### src/rtl/core/sse_pkg.sv
package sse_pkg;

  typedef enum logic [3:0] {
    ST_LOAD,
    ST_PASS,
    ST_SCAN,
    ST_DRAIN,
    ST_SWAP_A,
    ST_SWAP_B,
    ST_OUT_RD,
    ST_OUT_CAP,
    ST_OUT_HOLD
  } sse_state_t;

  // Qualifies the word coming back from the element RAM during a scan.
  typedef struct packed {
    logic vld;
    logic first;
  } sse_scan_ctl_t;

  localparam int unsigned VALUE_W = 32;

endpackage

### src/rtl/core/sse_ram.sv
module sse_ram #(
  parameter int unsigned WIDTH = 32,
  parameter int unsigned DEPTH = 64
) (
  input  logic                     clk,
  input  logic                     we,
  input  logic [$clog2(DEPTH)-1:0] waddr,
  input  logic [WIDTH-1:0]         wdata,
  input  logic [$clog2(DEPTH)-1:0] raddr,
  output logic [WIDTH-1:0]         rdata
);

  logic [WIDTH-1:0] mem [DEPTH];

  always_ff @(posedge clk) begin
    if (we) begin
      mem[waddr] <= wdata;
    end
    rdata <= mem[raddr];
  end

endmodule

### src/rtl/core/sse_min_unit.sv
module sse_min_unit #(
  parameter int unsigned AW = 6
) (
  input  logic                        clk,
  input  sse_pkg::sse_scan_ctl_t      ctl,
  input  logic [AW-1:0]               idx,
  input  logic [sse_pkg::VALUE_W-1:0] rdata,
  output logic [sse_pkg::VALUE_W-1:0] min_val,
  output logic [AW-1:0]               min_idx,
  output logic [sse_pkg::VALUE_W-1:0] head_val
);

  // The first word of a pass is the element at the head position; it seeds
  // the minimum. Only a strictly smaller value replaces it, so the earliest
  // minimum wins.
  always_ff @(posedge clk) begin
    if (ctl.vld) begin
      if (ctl.first) begin
        min_val  <= rdata;
        min_idx  <= idx;
        head_val <= rdata;
      end else if ($signed(min_val) > $signed(rdata)) begin
        min_val <= rdata;
        min_idx <= idx;
      end
    end
  end

endmodule

### src/rtl/core/selection_sort_engine.sv
// Selection sort engine: collects up to MAX_ELEMENTS signed Q16.16 values, sorts, streams out.
// Loading accepts an input request whenever one is offered; the closing request starts the sort,
// or goes straight to output for a list of fewer than two. Sorting uses one RAM read port and
// one comparator; each pass swaps the tail's minimum to the head, and each result is held until taken.
// One list is handled at a time; no input is taken while sorting or emitting.
// Synchronous active-high reset empties the list and clears the overflow flag; the RAM is not cleared.
module selection_sort_engine #(
  parameter int unsigned MAX_ELEMENTS = 64
) (
  input  logic        clk,
  input  logic        rst,
  input  logic        s_tvalid,
  output logic        s_tready,
  input  logic [31:0] s_tdata,  // [31:0] value
  input  logic        s_tlast,  // last_item
  output logic        m_tvalid,
  input  logic        m_tready,
  output logic [31:0] m_tdata,  // [31:0] sorted_value
  output logic        m_tlast,  // last_result
  output logic        m_tuser   // [0] overflow
);

  localparam int unsigned AW = $clog2(MAX_ELEMENTS);
  localparam int unsigned CW = $clog2(MAX_ELEMENTS + 1);
  localparam int unsigned VW = sse_pkg::VALUE_W;

  sse_pkg::sse_state_t    state, state_next;
  logic [CW-1:0]          count, count_next;
  logic                   ovf, ovf_next;
  logic [AW-1:0]          i, i_next;
  logic [AW-1:0]          j, j_next;
  logic [AW-1:0]          k, k_next;
  sse_pkg::sse_scan_ctl_t rd_ctl, rd_ctl_next;
  logic [AW-1:0]          rd_idx;
  logic                   out_valid, out_valid_next;
  logic [VW-1:0]          out_data;
  logic                   out_last;
  logic                   out_ovf;

  logic                   ram_we;
  logic [AW-1:0]          ram_waddr;
  logic [VW-1:0]          ram_wdata;
  logic [AW-1:0]          ram_raddr;
  logic [VW-1:0]          ram_rdata;

  logic [VW-1:0]          min_val;
  logic [AW-1:0]          min_idx;
  logic [VW-1:0]          head_val;

  logic                   in_acc;
  logic                   out_acc;
  logic                   full;
  logic [CW-1:0]          count_after;
  logic                   k_is_last;

  assign in_acc    = s_tvalid && s_tready;
  assign out_acc   = m_tvalid && m_tready;
  assign full      = (count == CW'(MAX_ELEMENTS));
  assign k_is_last = (CW'(k) == count - CW'(1));
  assign count_after = full ? count : count + CW'(1);

  sse_ram #(
    .WIDTH (VW),
    .DEPTH (MAX_ELEMENTS)
  ) u_store (
    .clk   (clk),
    .we    (ram_we),
    .waddr (ram_waddr),
    .wdata (ram_wdata),
    .raddr (ram_raddr),
    .rdata (ram_rdata)
  );

  sse_min_unit #(
    .AW (AW)
  ) u_min (
    .clk      (clk),
    .ctl      (rd_ctl),
    .idx      (rd_idx),
    .rdata    (ram_rdata),
    .min_val  (min_val),
    .min_idx  (min_idx),
    .head_val (head_val)
  );

  always_ff @(posedge clk) begin
    if (rst) begin
      state     <= sse_pkg::ST_LOAD;
      count     <= '0;
      ovf       <= 1'b0;
      rd_ctl    <= '0;
      out_valid <= 1'b0;
    end else begin
      state     <= state_next;
      count     <= count_next;
      ovf       <= ovf_next;
      rd_ctl    <= rd_ctl_next;
      out_valid <= out_valid_next;
    end
  end

  always_ff @(posedge clk) begin
    i      <= i_next;
    j      <= j_next;
    k      <= k_next;
    rd_idx <= ram_raddr;
    if (state == sse_pkg::ST_OUT_CAP) begin
      out_data <= ram_rdata;
      out_last <= k_is_last;
      out_ovf  <= ovf;
    end
  end

  always_comb begin
    state_next     = state;
    count_next     = count;
    ovf_next       = ovf;
    i_next         = i;
    j_next         = j;
    k_next         = k;
    out_valid_next = out_valid;
    ram_we         = 1'b0;
    ram_waddr      = count[AW-1:0];
    ram_wdata      = s_tdata;
    ram_raddr      = i;
    rd_ctl_next    = '0;
    s_tready       = 1'b0;

    case (state)
      sse_pkg::ST_LOAD: begin
        s_tready = 1'b1;
        if (in_acc) begin
          if (full) begin
            ovf_next = 1'b1;
          end else begin
            ram_we     = 1'b1;
            count_next = count + CW'(1);
          end
          if (s_tlast) begin
            i_next = '0;
            k_next = '0;
            if (count_after >= CW'(2)) begin
              state_next = sse_pkg::ST_PASS;
            end else begin
              state_next = sse_pkg::ST_OUT_RD;
            end
          end
        end
      end
      sse_pkg::ST_PASS: begin
        ram_raddr         = i;
        rd_ctl_next.vld   = 1'b1;
        rd_ctl_next.first = 1'b1;
        j_next            = i + AW'(1);
        state_next        = sse_pkg::ST_SCAN;
      end
      sse_pkg::ST_SCAN: begin
        ram_raddr       = j;
        rd_ctl_next.vld = 1'b1;
        if (CW'(j) == count - CW'(1)) begin
          state_next = sse_pkg::ST_DRAIN;
        end else begin
          j_next = j + AW'(1);
        end
      end
      sse_pkg::ST_DRAIN: begin
        // The last word of the pass is folded into the minimum here.
        state_next = sse_pkg::ST_SWAP_A;
      end
      sse_pkg::ST_SWAP_A: begin
        ram_we     = (min_idx != i);
        ram_waddr  = min_idx;
        ram_wdata  = head_val;
        state_next = sse_pkg::ST_SWAP_B;
      end
      sse_pkg::ST_SWAP_B: begin
        ram_we    = (min_idx != i);
        ram_waddr = i;
        ram_wdata = min_val;
        i_next    = i + AW'(1);
        if (CW'(i) + CW'(2) < count) begin
          state_next = sse_pkg::ST_PASS;
        end else begin
          state_next = sse_pkg::ST_OUT_RD;
        end
      end
      sse_pkg::ST_OUT_RD: begin
        ram_raddr  = k;
        state_next = sse_pkg::ST_OUT_CAP;
      end
      sse_pkg::ST_OUT_CAP: begin
        out_valid_next = 1'b1;
        state_next     = sse_pkg::ST_OUT_HOLD;
      end
      sse_pkg::ST_OUT_HOLD: begin
        if (out_acc) begin
          out_valid_next = 1'b0;
          if (out_last) begin
            count_next = '0;
            ovf_next   = 1'b0;
            state_next = sse_pkg::ST_LOAD;
          end else begin
            k_next     = k + AW'(1);
            state_next = sse_pkg::ST_OUT_RD;
          end
        end
      end
      default: begin
        state_next = sse_pkg::ST_LOAD;
      end
    endcase
  end

  assign m_tvalid = out_valid;
  assign m_tdata  = out_data;
  assign m_tlast  = out_last;
  assign m_tuser  = out_ovf;

  assert property (@(posedge clk) disable iff (rst) !(s_tready && m_tvalid))
    else $error("input and output requests open at the same time");

  assert property (@(posedge clk) disable iff (rst) count <= CW'(MAX_ELEMENTS))
    else $error("element count beyond store depth");

  assert property (@(posedge clk) disable iff (rst)
    (state == sse_pkg::ST_PASS || state == sse_pkg::ST_SCAN ||
     state == sse_pkg::ST_SWAP_A || state == sse_pkg::ST_SWAP_B) |-> count >= CW'(2))
    else $error("sort pass started on a list shorter than two");

  assert property (@(posedge clk) disable iff (rst)
    (m_tvalid && m_tready && m_tlast) |=> (s_tready && count == '0 && !ovf))
    else $error("list state not cleared after the final result");

endmodule

### config.mk
export PLATFORM = sky130hd
export DESIGN_NAME = selection_sort_engine
export DESIGN_NICKNAME = d
export VERILOG_FILES = /design/src/rtl/core/sse_pkg.sv /design/src/rtl/core/sse_ram.sv /design/src/rtl/core/sse_min_unit.sv /design/src/rtl/core/selection_sort_engine.sv
export SDC_FILE = /design/constraint.sdc
export NUM_CORES = 2
export LEC_CHECK = 0
export BUFFER_PORTS_ARGS = -buffer_cell sky130_fd_sc_hd__buf_2
export CORE_MARGIN = 3
export CORE_UTILIZATION = 35
export CTS_CLUSTER_DIAMETER = 30
export DETAILED_ROUTE_END_ITERATION = 16
export PLACE_DENSITY = 0.53
export SYNTH_ARGS = -nofsm -noshare
export SYNTH_HDL_FRONTEND = slang
export SYNTH_SLANG_ARGS = --single-unit
export TNS_END_PERCENT = 10
### constraint.sdc
create_clock -name clk -period 7.21 [get_ports clk]
set_input_delay 0.721 -clock clk [delete_from_list [all_inputs] [get_ports clk]]
set_output_delay 0.721 -clock clk [all_outputs]
set_load 0.02 [all_outputs]
Yosys cells after proc, flatten, opt, wreduce, memory -nomap -nowiden:

Memories as Yosys holds them, arrays and structs flattened. A register that Yosys moved wholly into a read port is not among the register bits.
Index checks and enable logic that the tools add are counted.

* register bits: 143
* bits in writable memories: 2048
* bits of input ports: 37
* output and inout bits: 36
* logic and storage cells: 108
* memories: 1

* $add $sub $neg: 6
* order comparisons: 3
* equal/unequal tests: 20
* muxes and demuxes: 43
* reduce and logical (&&, ||, !) cells: 19

Memories
* u_store.mem: depth 64, width 32, rd ports 1, clocked after Yosys merged registers in 1, wr ports 1, RTL line sse_ram.sv:13 `logic [WIDTH-1:0] mem [DEPTH];`

Operator list (number)
* $mux 32: 2
* $pmux 32 s2: 1
* $pmux 6 s2: 5
* $mux 6: 7
* $pmux 4 s9: 1
* $gt 32x32->1: 1
* $mux 7: 4
* $add 6x1->6 const B: 3
* $eq 4x3->1 const B: 4
* $mux 4: 4
* $ne 2x2->1 const B: 8
* $eq 6x7->1: 2
* $pmux 7 s2: 1
* $mux 1: 12
* $reduce_and 5->1: 2
* $reduce_bool 2->1: 5
* $mux 3: 3
* $eq 4x2->1 const B: 2
* $reduce_and 2->1: 4
* $reduce_and 4->1: 2
* $add 6x2->7 const B: 1
* $add 7x1->7 const B: 1
* $eq 7x7->1 const B: 1
* $ge 7x2->1 const B: 1
* other kinds (10): 14

Logic depth before layout (Yosys ltp):

* depth after elaboration: 7
* depth in mapped cells: 13
* depth with buffers taken out: 9

Modules after synthesis:

From an unflattened synthesis, not the netlist that was laid out.

* cell total of the unflattened synthesis: 3966
* area total of the unflattened synthesis: 86002.5 um2

By module, submodules not included
* sse_ram: times used 1, cells an instance 3324, area each 78515.3 um2, seq. area each 62139.6 um2
* selection_sort_engine: times used 1, cells an instance 454, area each 4503.1 um2, seq. area each 1981.9 um2
* sse_min_unit: times used 1, cells an instance 188, area each 2984.1 um2, seq. area each 2102.0 um2

Worst setup path after synthesis:

Ideal clock, no wire load.

* kind: reg-to-reg
* start point: reg u_store.rdata[9] (read register of u_store.mem)
* end point: reg u_min.min_idx[0] (enable)
* library setup time: 0.488 ns
* arrival time: 4.551 ns
* required time: 6.722 ns
* setup slack: 2.170 ns
* cell stages (with the launch flop): 10
* buffers on the path: 0
* period minus slack after synthesis: 5.040 ns
* cell sequence: dfxtp_1 > inv_1 > ha_1 > a21oi_1 > nor2_1 > a2111oi_0 > o31ai_1 > a211oi_1 > a311oi_1 > nor3b_1

* longest elaborated chain between the ends: 3

Ends and longest elaborated chain
* start: declaration: RTL line sse_ram.sv:10 `output logic [WIDTH-1:0] rdata`
* $gt 32x32->1: RTL line sse_min_unit.sv:22 `end else if ($signed(min_val) > $signed(rdata)) begin`
* $reduce_bool 2->1 (no line)
* $reduce_and 2->1 (no line)
* end signal: assignment: RTL line sse_min_unit.sv:20 `min_idx <= idx;`
* end signal: assignment: RTL line sse_min_unit.sv:24 `min_idx <= idx;`
* end: declaration: RTL line sse_min_unit.sv:9 `output logic [AW-1:0] min_idx,`

No other way between the ends.
A chain may end at the register's enable or synchronous reset.

Final worst setup path:

* start point: reg state[1]
* end point: reg u_store.rdata[0] (read register of u_store.mem)

* longest elaborated chain between the ends: 2
* elaborated cells on any way between the ends: 3

Ends and longest elaborated chain
* start: declaration: RTL line selection_sort_engine.sv:27 `sse_pkg::sse_state_t state, state_next;`
* start signal: assignment: RTL line selection_sort_engine.sv:88 `state <= sse_pkg::ST_LOAD;`
* start signal: assignment: RTL line selection_sort_engine.sv:94 `state <= state_next;`
* $eq 4x3->1 or $eq 4x2->1 (tied branches): RTL line selection_sort_engine.sv:129 `case (state)`
* $pmux 6 s2 (*): RTL line selection_sort_engine.sv:129

Every way passes the cells marked *; elsewhere a longest branch is shown, timed or not.

==> run metrics <==
Crit path max-delay family simple AND/OR/NAND/NOR gates; Hold Crit Class in -> reg; Placement Rows around 180; Final min period 5.78 ns; worst clock skew between 0.09 and 0.1 ns; Final #Nets 5872; height of the die approximately 500 um; first-pass GRT wire length 365000 um; Crit path largest cell delay 0.83 ns; Leakage around 38 nW; setup bufs post-CTS 0; power per standard cell area roughly 430 nW/um2; Synth Area per Inst 16.2 um2; slowest CP cell mux2i_4; Post-synth EDFFs approximately 2200; critical-path cell list nor3b_4, buf_4, mux2i_4, buf_4, buf_12, mux2i_1, o22ai_1, o21ai_0, nand4_1, or3_1; gpl congestion approximately 0.82; R2R Setup Slk ~1.4 ns; routed len/inst 27.1 um; HPWL after detailed placement 145000 um; Total GRT Usage roughly a fifth; Finished Layout Cells 9490; top cell type's share of synthesized area around three quarters; WP depth 10; pre-CTS setup slack about 1.6 ns; Pins Over Slew Limit 0; Post-Syn Instances roughly 5400; largest net degree at the start of global routing 101; top_reg_cell synth edfxtp_1; Worst-Margin Slew approximately 1.2 ns; Initial Utilization a little over a third; CP endpoint kind register; main area contributors after synthesis edfxtp_1 (75%), mux2i_1 (10%), o22ai_1 (3.0%); Post-Syn Area around 87000 um2; Core Area approximately 250000 um2; CP Class reg -> reg; DRC Markers 0; #FFs+latches synth 2223; Clock Tree Buf Depth 4; Clock H-tree levels 5; WHS Path Cells 2; CTS clk-pin slew, worst paths 0.04 ns; Placement Cell Area ~93000 um2; sequential-to-total area share from yosys stat between 70% and 80%; design area ~110000 um2; most frequent cells in the layout edfxtp_1 (2170), mux2i_1 (881), clkbuf_16 (466), nand2_1 (423), o22ai_1 (419); unrepaired setup endpoints after global routing false; CTS tree done; vias in the first global route 50552; post-synthesis net count 5451; Max-Cap Viols 0; Total Power ~46 mW; leading area contributor after synthesis edfxtp_1; # IOs 73; Clock Sinks 2223; Synth cell types 58; R2R cell count 10; Synth-to-Final Area Change 24.7%; critical path arrival 6.57 ns; initial drt markers 5145; Die X approximately 500 um; final hold violation count 0; Max VDD drop approximately 0.33 mV; share of flip-flops with an asynchronous set or reset 0%; worst skew pair latency just under 1 ns; clk root buf clkbuf_16; WL final roughly 260000 um; Final WS setup 1.43 ns; grt total ovfl 0; final setup TNS 0 ns; TritonRoute pass-1 iters 6; share of layout cells above drive strength 1 a little under a fifth; IO Port Bufs slightly above 70; commonest non-fill, non-tap cell in the layout edfxtp_1; WP data required between 8 and 9 ns; Buf+Inv Stages, Crit Path 3; initial antenna violation count 16; Critical Path Most Common Cell buf_4; number of buffers created by CTS around 460; CP Max Fanout 93; Total Die Area 255000 um2; final period utilization about 80%; status finished, final reports clean; dpl cells about 8600; Startpoint Class register; # setup viols final 0; vias per inst about 5.3; total number of vias 50623; Ys Warns 0; Highest Clock Rate about 0.17 GHz; Relative slew margins between 20% and 30%; CTS Hold Bufs 1; cts repair resizes 0; Antenna Nets Post-Route 0
[state kept, by name, indices dropped and copies added, names as in the netlist]
register / flops
k: 6
rd_ctl: 2
m_tlast: 1
m_tvalid: 1
u_min.head_val: 32
ovf: 1
state: 4
u_min.min_val: 32
m_tuser: 1
u_store.rdata: 32
j: 6
u_store.mem: 2048
count: 7
rd_idx: 6
u_min.min_idx: 6
m_tdata: 32
i: 6
[stage by stage]
step / hold slack, ns / utilization (%)
floorplan: 0.386 / -
global placement: 0.388 / 37.6
detailed placement: 0.389 / 37.6
CTS: 0.0716 / 44.0
global route: 0.126 / 44.0
finish: 0.148 / 44.0
[layer usage]
metal	vias up	part of all wire, %	track usage [%]
met4	4	3.1	6.76
met5	-	0.011	0
met2	2115	47	31.3
met1	25966	43	26.8
met3	426	7.4	3.87
li1	22112	-	-
[cells by family after synthesis]
family,share of synthesized area [%]
XOR/XNOR,0.433
multiplexers,10.2
adder cells (fa/ha/maj),0.647
AO/OA/AOI/OAI,6.65
flip-flops,76.1
buffers and inverters,1.91
AND/OR/NAND/NOR,4.04
[cell usage after synthesis, types with 4 or more instances]
library cell,count
a311oi_1,4
xnor2_1,21
o21ai_0,170
ha_1,45
or3_1,36
buf_6,9
a2111oi_0,33
a211oi_1,6
nor2_1,179
buf_1,27
xor2_1,22
nand3_1,25
a21o_1,9
clkbuf_1,154
dfxtp_1,53
nand2_1,423
nor4_1,41
buf_4,14
o21ai_1,67
o22ai_1,419
nor3_1,48
a21oi_1,215
inv_1,50
mux2i_1,883
buf_2,116
nand4_1,38
a31oi_1,37
mux2_2,4
and3_1,4
nor2b_1,5
edfxtp_1,2170
[report_power, final]
group | total [mW] | internal (mW) | switching (mW) | leakage (nW)
Clock | 21.3 | 14.7 | 6.62 | 7.63
Combinational | 9.01 | 2.73 | 6.28 | 10.5
Sequential | 16.1 | 15.6 | 0.479 | 19.9
[final timing paths]
kind	from	end
max	state[1]	u_store.rdata[0]
min reg2reg	rd_idx[1]	u_min.min_idx[1]
min	rst	state[3]
max reg2reg	state[1]	u_store.rdata[0]
[cell type report]
cell class | instances | area [um2]
tap | 3312 | 4140
antenna | 10 | 25.0
clock buffer | 535 | 12000
fill | 21379 | 138000
inverter | 52 | 198
sequential | 2223 | 66200
timing repair buffer | 276 | 2070
clock inverter | 308 | 3790
multi-input combinational | 2774 | 20100
Note: power is estimated with default switching activity, not from simulation.
